## src/design/tscm_mul.sv

```systemverilog
// Shared multiplier with registered product.
module tscm_mul #(
    parameter int W = 26
) (
    input  logic           i_clk,
    input  logic [W-1:0]   i_a,
    input  logic [W-1:0]   i_b,
    output logic [2*W-1:0] o_p
);

    logic [2*W-1:0] r_p;

    always_ff @(posedge i_clk) begin
        r_p <= (2*W)'(i_a) * (2*W)'(i_b);
    end

    assign o_p = r_p;

endmodule

```

## config.mk

```make
export PLATFORM = sky130hd
export DESIGN_NAME = tscm_mul
export DESIGN_NICKNAME = d
export VERILOG_FILES = /design/src/design/tscm_mul.sv
export SDC_FILE = /design/constraint.sdc
export NUM_CORES = 2
export LEC_CHECK = 0
export BUFFER_PORTS_ARGS = -buffer_cell sky130_fd_sc_hd__buf_4
export CAP_MARGIN = 30
export CORE_MARGIN = 4
export CORE_UTILIZATION = 48
export CTS_CLUSTER_DIAMETER = 80
export DETAILED_ROUTE_END_ITERATION = 6
export GPL_ROUTABILITY_DRIVEN = 1
export MAX_ROUTING_LAYER = met4
export SLEW_MARGIN = 10
export SYNTH_ARGS = -nofsm -noshare
export SYNTH_HDL_FRONTEND = slang
export SYNTH_SLANG_ARGS = --single-unit
```

## constraint.sdc

```tcl
create_clock -name i_clk -period 15.6 [get_ports i_clk]
set_input_delay 3.9 -clock i_clk [delete_from_list [all_inputs] [get_ports i_clk]]
set_output_delay 3.9 -clock i_clk [all_outputs]
set_load 0.02 [all_outputs]
```

==> flow_summary_export.csv <==
group,metric,value,unit
yosys,async_flop_share,0,%
global_routing,antenna_found_initial,1,
yosys,synth_cell_types,54,
setup_path,cp_slowest_cell,"fa_1",
setup_path,cp.arrival,10.58,ns
cts,holdBufCountCts,0,
placed_design,dpl_cell_area,0.02430,mm²
global_routing,overflow,0,
finish,syn2layout_area_growth,5.294,%
sta,fin_crit,10.37,ns
finish,register_area,0.001041,mm²
yosys,synth_nets,3383,
setup_path,critPathBufInv,6,
sta,worst_pin_slew,0.6003,ns
cts,clk_path_buf_depth,2,
setup_path,path_max_fanout,26,
global_routing,grt_usage,25.88,%
finish,largest_reg_flops,52,
global_routing,grt_first_pass_wirelength,102600,µm
setup_path,critical_path_class,"input port to flip-flop",
setup_path,worstPathRequired,15.81,ns
die,initial_core_util,48.60,%
sta,fmax,0.09643,GHz
die,die_h,228.1,µm
finish,multiInputGateArea,0.01939,mm²
placed_design,port-buffer-count,104,
route,drt_wl_total,64160,µm
yosys,synth_top_family_by_area,"adder cells",
yosys,syn_inst,2565,
sta,tns,0,ns
finish,drive_gt1_share,4.676,%
route,routedWlPerCell,20.30,µm
yosys,yosys.area_share.simple,17.00,%
global_routing,grt_start_max_net_pins,27,
yosys,yosys.area_share.xor_xnor,1.883,%
setup_path,cp-startpoint,"i_a[13]",
setup_path,crit_path_end,"o_p[44]$_DFF_P_",
outcome,status,"finished clean",
cts,cts_root_buffer,"clkbuf_16",
yosys,synth.area.mux_share,0,%
cts,ctsResizeCount,0,
cts,cts_sinks,52,
setup_path,worst-path-stages,23,
finish,final_cell_area,0.02449,mm²
yosys,synth_seq_cells,52,
cts,cts_tree,"done",
route,drtIter0Drc,1153,
die,coreArea,0.04785,mm²
die,fp-row-count,80,
yosys,syn-cell-area,0.02325,mm²
cts,cts_buffers,5,
die,die_w,228.1,µm
sta,setup_viol_count_final,0,
yosys,synth_compound_area_share,4.805,%
sta,rsz0062_at_grt,"false",
setup_path,crit_path_frequent_cell,"fa_1",
setup_path,start_kind,"input port",
die,io_pins,105,
yosys,synth_area_per_cell,9.066,µm²
yosys,synth_top_flop_cell,"dfxtp_1",
min_path,hp-class,"input port to flip-flop",
finish,fill_cells,4573,
finish,final_nets,3363,
die,dieArea,0.05203,mm²
min_path,min_path_cells,2,
global_routing,grt_pass1_vias,18600,
placed_design,place_congestion,0.8876,
route,viasPerCell,5.302,
yosys,synth_edf_count,0,
cts,cts_setup_buffers,0,
route,post-route-drc-count,0,
flow_run,drv_cap,0,
setup_path,end_kind,"flip-flop",
route,via_count,16750,
route,ant_nets,0,
yosys,synth-warning-count,0,
yosys,synth_fa_ha_area_share,59.69,%
setup_path,critPathTopFamily,"adder cells",
placed_design,place_hpwl,50700,µm
sta,relSlewSlack,59.55,%
sta,finalCritPeriodShare,66.47,%
setup_path,path_cells,"buf_4 -> nand2_1 -> fa_1 -> inv_1 -> fa_1 -> inv_1 -> fa_1 -> inv_1 -> fa_1 -> inv_1 -> fa_1 -> inv_1 -> fa_1 -> fa_1 -> ha_1 -> a21oi_1 -> o21a_1 -> nand3_1 -> o21ai_0 -> nand4_1 -> a21oi_1 -> o21ai_0 -> xnor2_1",
yosys,seq_area_frac_synth,4.476,%
setup_path,slowest_delay,0.56,ns
cts,h-tree-depth,2,
cts,cts.clk_slew.worst_paths,0.07,ns
finish,diodes,0,
sta,slew_viol_final,0,
route,dr.pass1.iters,5,
sta,hold_viol,0,
[metal layers]
layer | vias to the layer above | share of wire, % | track usage, %
li1 | 7401 | - | -
met1 | 8735 | 39 | 31.44
met2 | 496 | 51 | 44.48
met3 | 121 | 5.1 | 2.794
met4 | 0 | 5.0 | 10.37
met5 | - | 0 | -
[how the worst min path moves through the flow]
| stage | endpoint | slack (ns) | start |
|---|---|---|---|
| after floorplan | o_p[0]$_DFF_P_ | 4.02 | i_a[0] |
| after global placement | o_p[2] | 4.31 | o_p[2]$_DFF_P_ |
| after detailed placement | o_p[0] | 4.31 | o_p[0]$_DFF_P_ |
| after CTS | o_p[0]$_DFF_P_ | 4.02 | i_a[0] |
| after global routing | o_p[0]$_DFF_P_ | 4.02 | i_a[0] |
| final | o_p[0]$_DFF_P_ | 4.01 | i_a[0] |
[cell usage after synthesis (all sizes together), types with 2 or more instances]
cell type | count | area (µm²)
inv | 617 | 2316
fa | 574 | 11490
and2 | 365 | 2283
nand2 | 353 | 1325
ha | 191 | 2390
clkbuf | 127 | 476.7
a21oi | 59 | 295.3
dfxtp | 52 | 1041
xnor2 | 32 | 280.3
o21ai | 28 | 140.1
a21o | 24 | 180.2
nand4 | 18 | 112.6
xor2 | 18 | 157.7
nor2 | 16 | 60.06
o21bai | 13 | 97.59
nand3 | 9 | 45.04
o21a | 9 | 67.56
a31oi | 7 | 50.05
buf | 5 | 32.53
nor3 | 5 | 25.02
a2111oi | 4 | 72.57
nor2b | 3 | 18.77
o31a | 3 | 26.28
or3 | 3 | 18.77
a211o | 2 | 17.52
a211oi | 2 | 15.01
and3 | 2 | 12.51
nand2b | 2 | 12.51
o311ai | 2 | 17.52
o31ai | 2 | 15.01
o41ai | 2 | 25.03
[cells by family after synthesis]
| kind of cell | Yosys count |
|---|---|
| flip-flops | 52 |
| AND/OR/NAND/NOR | 781 |
| AO/OA/AOI/OAI | 168 |
| adder cells (fa/ha/maj) | 765 |
| buffers and inverters | 749 |
| XOR/XNOR | 50 |
[stage by stage]
stage,cells,setup slack (ns),hold WS [ns],util (%)
floorplan,2565,5.378,4.022,-
global placement,3152,4.824,4.314,50.78
detailed placement,3153,4.912,4.315,50.79
CTS,3160,5.192,4.020,51.18
global route,3160,4.784,4.023,51.18
finish,3160,5.230,4.015,51.18
[cell usage in the layout, fill, tap and decap left out, types with 18 or more instances in the layout]
master   count
a21o_1      24
fa_1       574
nand2_1    353
nand4_1     18
o21ai_0     26
and2_1     364
dfxtp_1     52
a21oi_1     59
buf_4      104
xor2_1      18
inv_1      617
ha_1       191
xnor2_1     32
[layout make-up]
class | count | share of cell area, %
Sequential cell | 52 | 4.251
Inverter | 617 | 9.458
Clock inverter | 2 | 0.2453
Clock buffer | 5 | 0.5110
Tap cell | 615 | 3.143
Multi-Input combinational cell | 1764 | 79.18
Timing Repair Buffer | 105 | 3.209
Power is left out: the tool's default activity adds up to more than one toggle a clock period on the data nets, which glitch-free logic cannot reach.
