==> src/design/tscm_div.sv <==
// Bit-serial restoring divider, one quotient bit per cycle.
module tscm_div #(
    parameter int DIVIDEND_W = 26,
    parameter int DIVISOR_W  = 11
) (
    input  logic                  i_clk,
    input  logic                  i_rst_n,
    input  logic                  i_start,
    input  logic [DIVIDEND_W-1:0] i_dividend,
    input  logic [DIVISOR_W-1:0]  i_divisor,
    output logic                  o_done,
    output logic [DIVIDEND_W-1:0] o_quotient
);

    localparam int CNT_W = $clog2(DIVIDEND_W + 1);

    logic                  r_busy;
    logic                  r_done;
    logic [CNT_W-1:0]      r_cnt;
    logic [DIVIDEND_W-1:0] r_quo;
    logic [DIVISOR_W-1:0]  r_rem;
    logic [DIVISOR_W-1:0]  r_dvs;

    logic [DIVISOR_W:0]    shifted;
    logic [DIVISOR_W:0]    trial;
    logic                  q_bit;
    logic [DIVISOR_W-1:0]  n_rem;
    logic [DIVIDEND_W-1:0] n_quo;

    always_comb begin
        shifted = {r_rem, r_quo[DIVIDEND_W-1]};
        trial   = shifted - {1'b0, r_dvs};
        q_bit   = (shifted >= {1'b0, r_dvs});
        n_rem   = q_bit ? trial[DIVISOR_W-1:0] : shifted[DIVISOR_W-1:0];
        n_quo   = {r_quo[DIVIDEND_W-2:0], q_bit};
    end

    always_ff @(posedge i_clk) begin
        if (!i_rst_n) begin
            r_busy <= 1'b0;
            r_done <= 1'b0;
            r_cnt  <= '0;
        end else begin
            r_done <= 1'b0;
            if (i_start) begin
                r_busy <= 1'b1;
                r_cnt  <= CNT_W'(DIVIDEND_W);
            end else if (r_busy) begin
                r_cnt <= r_cnt - 1'b1;
                if (r_cnt == CNT_W'(1)) begin
                    r_busy <= 1'b0;
                    r_done <= 1'b1;
                end
            end
        end
    end

    always_ff @(posedge i_clk) begin
        if (i_start) begin
            r_quo <= i_dividend;
            r_rem <= '0;
            r_dvs <= i_divisor;
        end else if (r_busy) begin
            r_quo <= n_quo;
            r_rem <= n_rem;
        end
    end

    assign o_done     = r_done;
    assign o_quotient = r_quo;

endmodule

==> config.mk <==
export PLATFORM = sky130hd
export DESIGN_NAME = tscm_div
export DESIGN_NICKNAME = d
export VERILOG_FILES = /design/src/design/tscm_div.sv
export SDC_FILE = /design/constraint.sdc
export NUM_CORES = 1
export LEC_CHECK = 0
export ABC_AREA = 1
export BUFFER_PORTS_ARGS = -buffer_cell sky130_fd_sc_hd__buf_4
export CORE_MARGIN = 2
export CORE_UTILIZATION = 52
export CTS_CLUSTER_DIAMETER = 120
export CTS_CLUSTER_SIZE = 8
export DETAILED_ROUTE_END_ITERATION = 10
export PLACE_DENSITY = 0.77
export SYNTH_ARGS = -nofsm -noshare
export SYNTH_HDL_FRONTEND = slang
export SYNTH_SLANG_ARGS = --single-unit
==> constraint.sdc <==
create_clock -name i_clk -period 2.1 [get_ports i_clk]
set_input_delay 0 -clock i_clk [delete_from_list [all_inputs] [get_ports i_clk]]
set_output_delay 0 -clock i_clk [all_outputs]
set_load 0.005 [all_outputs]
==> results of run 1 <==
## worst max-delay path: cells and delay by family (launching register included)
family	cells	cell delay (ns)
flops	1	0.36
fa+ha+maj	2	0.62
simple gates	7	0.71
buf+inv	2	0.16
## per-stage QoR
step                      setup slack [ns]  std cells   util  area [um^2]  total power [mW]
after global placement               0.237        511  0.647         3630              1.72
after global routing                0.0358        558  0.736         4130              2.59
after detailed placement             0.159        511  0.647         3630              1.73
after CTS                            0.155        558  0.736         4130              2.46
final                                0.134        558  0.736         4130              2.50
after floorplan                      0.290        378      -         3060              1.53
## area by class of cell
| type | count | area [um^2] | share of cell area |
|---|---|---|---|
| sequential | 55 | 1470 | 0.356 |
| tap | 72 | 90.1 | 0.0218 |
| clock inverter | 1 | 5.00 | 0.00121 |
| multi-input combinational | 257 | 1310 | 0.318 |
| clock buffer | 7 | 108 | 0.0261 |
| inverter | 54 | 203 | 0.0491 |
| timing repair buffer | 112 | 938 | 0.227 |
## cell usage after synthesis
master,n
sky130_fd_sc_hd__nor2_1,17
sky130_fd_sc_hd__ha_1,13
sky130_fd_sc_hd__nand2_1,148
sky130_fd_sc_hd__inv_1,51
sky130_fd_sc_hd__a31oi_1,2
sky130_fd_sc_hd__a21oi_2,1
sky130_fd_sc_hd__o211ai_1,1
sky130_fd_sc_hd__nor2_2,2
sky130_fd_sc_hd__xor2_1,2
sky130_fd_sc_hd__nor3_1,1
sky130_fd_sc_hd__nor2_4,1
sky130_fd_sc_hd__nand2_2,12
sky130_fd_sc_hd__nand3_2,6
sky130_fd_sc_hd__fa_1,1
sky130_fd_sc_hd__edfxtp_1,37
sky130_fd_sc_hd__buf_2,2
sky130_fd_sc_hd__xnor2_1,2
sky130_fd_sc_hd__nand4_1,14
sky130_fd_sc_hd__a221oi_1,1
sky130_fd_sc_hd__nand3_1,26
sky130_fd_sc_hd__clkbuf_1,7
sky130_fd_sc_hd__buf_6,1
sky130_fd_sc_hd__a21oi_1,3
sky130_fd_sc_hd__dfxtp_1,18
sky130_fd_sc_hd__or2_2,1
sky130_fd_sc_hd__buf_12,1
sky130_fd_sc_hd__inv_2,3
sky130_fd_sc_hd__buf_4,1
sky130_fd_sc_hd__or2_1,1
sky130_fd_sc_hd__and2_4,1
sky130_fd_sc_hd__nand4_4,1
## final timing paths
path / startpoint / to / slack, ns
hold / removal: i_divisor[8] / r_dvs[8]$_DFFE_PP_ / 0.40
hold reg to reg: r_cnt[4]$_SDFFE_PN0P_ / r_cnt[4]$_SDFFE_PN0P_ / 0.49
setup / recovery: o_quotient[25]$_DFFE_PP_ / r_rem[10]$_SDFFE_PP0P_ / 0.13
setup reg to reg: o_quotient[25]$_DFFE_PP_ / r_rem[10]$_SDFFE_PP0P_ / 0.13
## routing by layer
metal | track usage | vias to the layer above | part of all wire
li1 | - | 1408 | -
met1 | 0.352 | 1356 | 0.41
met2 | 0.487 | 120 | 0.50
met3 | 0.0689 | 15 | 0.080
met4 | 0.0763 | 0 | 0.014
met5 | 0 | - | 0
## power groups by stage
stage	Clock, mW	Sequential, mW	Combinational [mW]
after floorplan	0	1.32	0.213
after global placement	0	1.32	0.403
after detailed placement	0	1.32	0.413
after CTS	0.690	1.30	0.471
after global routing	0.744	1.31	0.541
final	0.704	1.30	0.495
## state kept, by name, summed over array words and instances (netlist names)
| signal | cells |
|---|---|
| r_rem | 11 |
| o_done | 1 |
| r_cnt | 5 |
| o_quotient | 26 |
| r_dvs | 11 |
| r_busy | 1 |
## cell families (layout without fill, tap and decap cells)
logic type	after synthesis	in the layout	synth area share
compound gates	8	8	0.0172
flops	55	55	0.480
fa+ha+maj	14	14	0.0596
simple gates	231	231	0.341
xor+xnor	4	4	0.0114
buf+inv	66	174	0.0907
==> flow_summary_export.csv, run 1 <==
group,metric,value,unit
logic_synthesis,synthesis.area_per_instance,8.10,um^2
logic_synthesis,synth.distinct_cells,31,
logic_synthesis,synth_area,3060,um^2
timing,final.min_clock_period,1.97,ns
layout,fill_cells,409,
grt,globalRouteTotalUtil,0.281,
grt,first_global_vias,2905,
critical_path,worst-endpoint-required,2.32,ns
logic_synthesis,synth_largest_area_cell,"sky130_fd_sc_hd__edfxtp_1",
route,drt_first_pass_iters,5,
layout,nets,539,
critical_path,rr_worst_depth,11,
floorplanning,die_h,80.8,um
power,ir_worst_vdd,583,uV
cts,tritoncts,"yes",
critical_path,crit_path_max_fanout,12,
timing,timing_hold_violations_final,0,
logic_synthesis,synthCells,378,
critical_path,critPathArrivalTime,2.18,ns
route,detail_route.iter0.violations,233,
run,maxCapViolCount,0,
route,post-route-drc-count,0,
grt,grt_first_pass_wirelength,13.8,mm
power,combinationalPowerShare,0.198,
cts,worst_skew_pair.late_latency,0.32,ns
logic_synthesis,synth_top_area_share,0.363,
power,static_leakage_power,2.08,nW
critical_path,crit_path_frequent_cell,"sky130_fd_sc_hd__nand3_1",
power,sequentialPowerShare,0.521,
layout,final_common_cell,"sky130_fd_sc_hd__nand2_1",
layout,area_delta_synth_final,34.8,%
cts,numCtsBuffers,5,
grt,overflow,0,
logic_synthesis,synth.yosys.warnings,0,
floorplanning,std_cell_rows,27,
power,clkPwrFrac,0.281,
power,p_sw,0.670,mW
route,routed_via_density,5.20,
hold_path,whs_path_depth,2,
place,place.detailed.hpwl,5.11,mm
layout,insertedDiodeCount,0,
critical_path,startpoint_type,"flip-flop",
layout,layout-drive-gt1-share,0.224,
critical_path,max_stage_delay,0.40,ns
logic_synthesis,synth.top_cells.by_area,"sky130_fd_sc_hd__edfxtp_1, sky130_fd_sc_hd__nand2_1, sky130_fd_sc_hd__dfxtp_1, sky130_fd_sc_hd__inv_1, sky130_fd_sc_hd__ha_1",
timing,slew-limit-headroom,0.363,
critical_path,crit_path_top_delay_cell,"sky130_fd_sc_hd__fa_1",
place,port_buffers,66,
floorplanning,number_of_placed_i_o_pins,67,
timing,final_min_period_over_clock_period,0.936,
cts,cts.clk_slew.worst_paths,0.10,ns
cts,cts_buffer_depth,2,
hold_path,min_path_type,"in2reg",
route,route.final.wire_length,8.47,mm
cts,clock_tree.root_cell,"sky130_fd_sc_hd__clkbuf_8",
floorplanning,die_area,6520,um^2
cts,hold_buffers,39,
power,power_per_cell_area,606,nW/um^2
timing,worst_hold_slack,0.396,ns
power,sw_frac_of_total,0.268,
timing,setup_viol_count_final,0,
grt,largest_net_degree_at_the_start_of_global_routing,34,
route,route.detailed.wl_per_inst,15.2,um
logic_synthesis,ys_seq_area_frac,0.480,
timing,maxClockFrequency,0.509,GHz
timing,rsz_0062_raised_after_global_routing,"false",
logic_synthesis,syn-num-nets,432,
cts,cts.repair_timing.setup_buffer_count,0,
timing,setup-tns-final,0,ns
timing,clock_skew,0.00773,ns
critical_path,ws_path_type,"reg2reg",
floorplanning,start_util,0.546,
grt,antenna_violations_before_repair,0,
timing,timing_worst_slew_pin_value,0.952,ns
logic_synthesis,ys_seq_elements,55,
route,vias,2899,
status,outcome,"complete, no violations",
critical_path,cp_cell_sequence,"inv_1 -> ha_1 -> fa_1 -> inv_1 -> nand3_1 -> nand3_2 -> nand2_2 -> nand4_4 -> nand3_1 -> nand3_1 -> nand2_1",
route,route.antenna.remaining_nets,0,
timing,maxSlewViolCount,0,
cts,tritoncts_num_sinks,55,
place,gp_congestion,0.876,
critical_path,critPathCaptureType,"flip-flop",
power,cellInternalPower,1.83,mW
cts,htree_num_levels,2,
layout,layout_common_cells,"sky130_fd_sc_hd__nand2_1, sky130_fd_sc_hd__buf_4, sky130_fd_sc_hd__inv_1",
cts,postCtsResizedCells,0,
floorplanning,core_area,5610,um^2
floorplanning,die_w,80.8,um
No activity file was read; power rests on OpenSTA's default activity.
==> run 2, diff against run 1 <==
--- a/config.mk
+++ b/config.mk
@@ -13,6 +13,7 @@
 export CTS_CLUSTER_SIZE = 8
 export DETAILED_ROUTE_END_ITERATION = 10
 export PLACE_DENSITY = 0.77
+export SETUP_SLACK_MARGIN = 0.4
 export SYNTH_ARGS = -nofsm -noshare
 export SYNTH_HDL_FRONTEND = slang
 export SYNTH_SLANG_ARGS = --single-unit
==> constraint.sdc (replaced) <==
create_clock -name i_clk -period 2 [get_ports i_clk]
set_input_delay 0 -clock i_clk [delete_from_list [all_inputs] [get_ports i_clk]]
set_output_delay 0 -clock i_clk [all_outputs]
set_load 0.005 [all_outputs]
==> run 2 against run 1 <==
Effect of this change: sequential share of layout area shrank 1.5 points; first-iteration DRC count shrank 0.86%; clock power grew 12%; maximum frequency grew 11%; combinational power grew 9.5%; flip-flop and latch count is the same; register-to-register slack gained 0.096 ns; via count grew 2.2%; hold slack lost 0.35 ns; critical path depth shrank 1; setup slack gained 0.096 ns; global-route usage shrank 2.4 points; highest routed layer unchanged.
==> flow_summary_export.csv, run 2 (synthesis gave the netlist of run 1 again) <==
group,metric,value,unit
route,post-route-drc-count,0,
grt,overflow,0,
grt,first_global_vias,2914,
critical_path,rr_worst_depth,10,
grt,largest_net_degree_at_the_start_of_global_routing,40,
hold_path,whs_path_depth,5,
route,route.final.wire_length,8.04,mm
route,routed_via_density,5.25,
route,detail_route.iter0.violations,231,
cts,clock_tree.root_cell,"sky130_fd_sc_hd__clkbuf_8",
floorplanning,die_h,80.8,um
timing,final.min_clock_period,1.77,ns
critical_path,family_with_the_most_delay_on_the_worst_path,"simple AND/OR/NAND/NOR gates",
power,cellInternalPower,2.00,mW
power,power_per_cell_area,625,nW/um^2
critical_path,critPathCaptureType,"flip-flop",
route,vias,2964,
critical_path,critPathArrivalTime,1.85,ns
cts,cts_buffer_depth,2,
power,clkPwrFrac,0.293,
critical_path,worst-endpoint-required,2.08,ns
hold_path,hold_start,"i_start",
critical_path,critical_path.n_buffers_inverters,2,
floorplanning,die_area,6520,um^2
timing,maxSlewViolCount,0,
cts,numCtsBuffers,5,
place,port_buffers,66,
layout,largest_register_ff_count,26,
layout,fill_cells,392,
power,finalPower,2.69,mW
critical_path,crit_path_max_fanout,6,
layout,insertedDiodeCount,0,
power,combinationalPowerShare,0.201,
power,sequentialPowerShare,0.506,
critical_path,ws_path_type,"reg2reg",
timing,rsz_0062_raised_after_global_routing,"true",
critical_path,reg2reg_setup_slack,0.23,ns
timing,setup-tns-final,0,ns
grt,globalRouteTotalUtil,0.257,
hold_path,min_to,"r_busy$_SDFF_PN0_",
floorplanning,start_util,0.546,
layout,nets,546,
critical_path,max_stage_delay,0.42,ns
floorplanning,std_cell_rows,27,
grt,grt_first_pass_wirelength,13.0,mm
critical_path,startpoint_type,"flip-flop",
power,sw_frac_of_total,0.258,
layout,area_delta_synth_final,40.6,%
critical_path,cp_cell_sequence,"inv_2 -> ha_2 -> fa_2 -> inv_2 -> nand3_2 -> nand3_4 -> nand2_4 -> nand4_4 -> nand2_2 -> nand2_1",
power,p_sw,0.694,mW
critical_path,crit_path_top_delay_cell,"sky130_fd_sc_hd__edfxtp_1",
timing,clock_skew,0.00772,ns
floorplanning,die_w,80.8,um
timing,final_min_period_over_clock_period,0.885,
cts,worst_skew_pair.late_latency,0.31,ns
timing,maxClockFrequency,0.565,GHz
grt,antenna_violations_before_repair,0,
timing,slew-limit-headroom,0.705,
route,drt_first_pass_iters,4,
route,route.detailed.wl_per_inst,14.2,um
power,ir_worst_vdd,382,uV
layout,layout_common_cells,"sky130_fd_sc_hd__nand2_1, sky130_fd_sc_hd__buf_4, sky130_fd_sc_hd__inv_1",
floorplanning,number_of_placed_i_o_pins,67,
cts,tritoncts,"yes",
critical_path,rr_startpoint,"o_quotient[25]$_DFFE_PP_",
cts,htree_num_levels,2,
layout,final_common_cell,"sky130_fd_sc_hd__nand2_1",
critical_path,cp_num_cells,10,
timing,timing_hold_violations_final,0,
cts,tritoncts_num_sinks,55,
hold_path,min_path_type,"in2reg",
place,place.detailed.hpwl,4.81,mm
timing,timing_worst_slew_pin_value,0.443,ns
place,gp_congestion,0.872,
critical_path,reg2reg_to,"o_quotient[0]$_DFFE_PP_",
floorplanning,core_area,5610,um^2
cts,cts.clk_slew.worst_paths,0.10,ns
route,route.antenna.remaining_nets,0,
status,outcome,"complete, no violations",
timing,setup_viol_count_final,0,
run,maxCapViolCount,0,
power,static_leakage_power,2.15,nW
critical_path,crit_path_frequent_cell,"sky130_fd_sc_hd__inv_2",
layout,layout-drive-gt1-share,0.274,
## run 2: cell type report
cell class,instances,area [um^2],share of cell area
flip-flops and latches,55,1470,0.342
clock buffers,6,82.6,0.0192
repair buffers,117,985,0.229
well taps,72,90.1,0.0209
inverters,54,203,0.0471
clock inverters,2,38.8,0.00900
multi-input cells,259,1440,0.334
## run 2: per-stage QoR
step | setup WS (ns) | cell area (um^2) | instances | hold slack, ns | utilization
2_1_floorplan | 0.237 | 3100 | 378 | 0.0989 | -
3_3_place_gp | 0.166 | 3660 | 511 | 0.179 | 0.653
3_5_place_dp | 0.101 | 3660 | 511 | 0.180 | 0.653
4_1_cts | 0.246 | 4240 | 561 | 0.0643 | 0.755
5_1_grt | 0.143 | 4310 | 565 | 0.103 | 0.768
6_report | 0.231 | 4310 | 565 | 0.0501 | 0.768
## run 2: power groups by stage
stage	clock network [mW]	logic, mW	registers [mW]
detailed placement	0	0.438	1.38
finish	0.790	0.542	1.36
global placement	0	0.427	1.38
CTS	0.798	0.507	1.36
floorplan	0	0.230	1.38
global route	0.852	0.592	1.37
## run 2: worst max path at each step
stage,slack (ns),end,startpoint
global route,0.14,o_quotient[0]$_DFFE_PP_,o_quotient[25]$_DFFE_PP_
detailed placement,0.10,o_quotient[0]$_DFFE_PP_,o_quotient[25]$_DFFE_PP_
floorplan,0.24,o_quotient[0]$_DFFE_PP_,o_quotient[25]$_DFFE_PP_
global placement,0.17,o_quotient[0]$_DFFE_PP_,o_quotient[25]$_DFFE_PP_
CTS,0.25,o_quotient[0]$_DFFE_PP_,o_quotient[25]$_DFFE_PP_
finish,0.23,o_quotient[0]$_DFFE_PP_,o_quotient[25]$_DFFE_PP_
## run 2: metal layers
layer  GRT usage  share of wire  up-vias
met3      0.0633          0.076       15
li1            -              -     1436
met4      0.0797          0.018        0
met2       0.442           0.51      125
met5           0              0        -
met1       0.320           0.40     1388
## run 2: worst register-to-register path, stage by stage, from the launching register on
cell and delay, ns:
sky130_fd_sc_hd__edfxtp_1 0.42, sky130_fd_sc_hd__inv_2 0.07, sky130_fd_sc_hd__ha_2 0.18, sky130_fd_sc_hd__fa_2 0.21
sky130_fd_sc_hd__inv_2 0.05, sky130_fd_sc_hd__nand3_2 0.07, sky130_fd_sc_hd__nand3_4 0.10, sky130_fd_sc_hd__nand2_4 0.11
sky130_fd_sc_hd__nand4_4 0.17, sky130_fd_sc_hd__nand2_2 0.10, sky130_fd_sc_hd__nand2_1 0.05
## run 2: repair_timing
item	in CTS	in global routing
hold buffers	38	0
resized for setup	6	11
pin swaps	2	4
endpoints found under the setup margin	12	12
hold endpoints to repair	42	0
gates cloned	2	0
buffers inserted	2	4
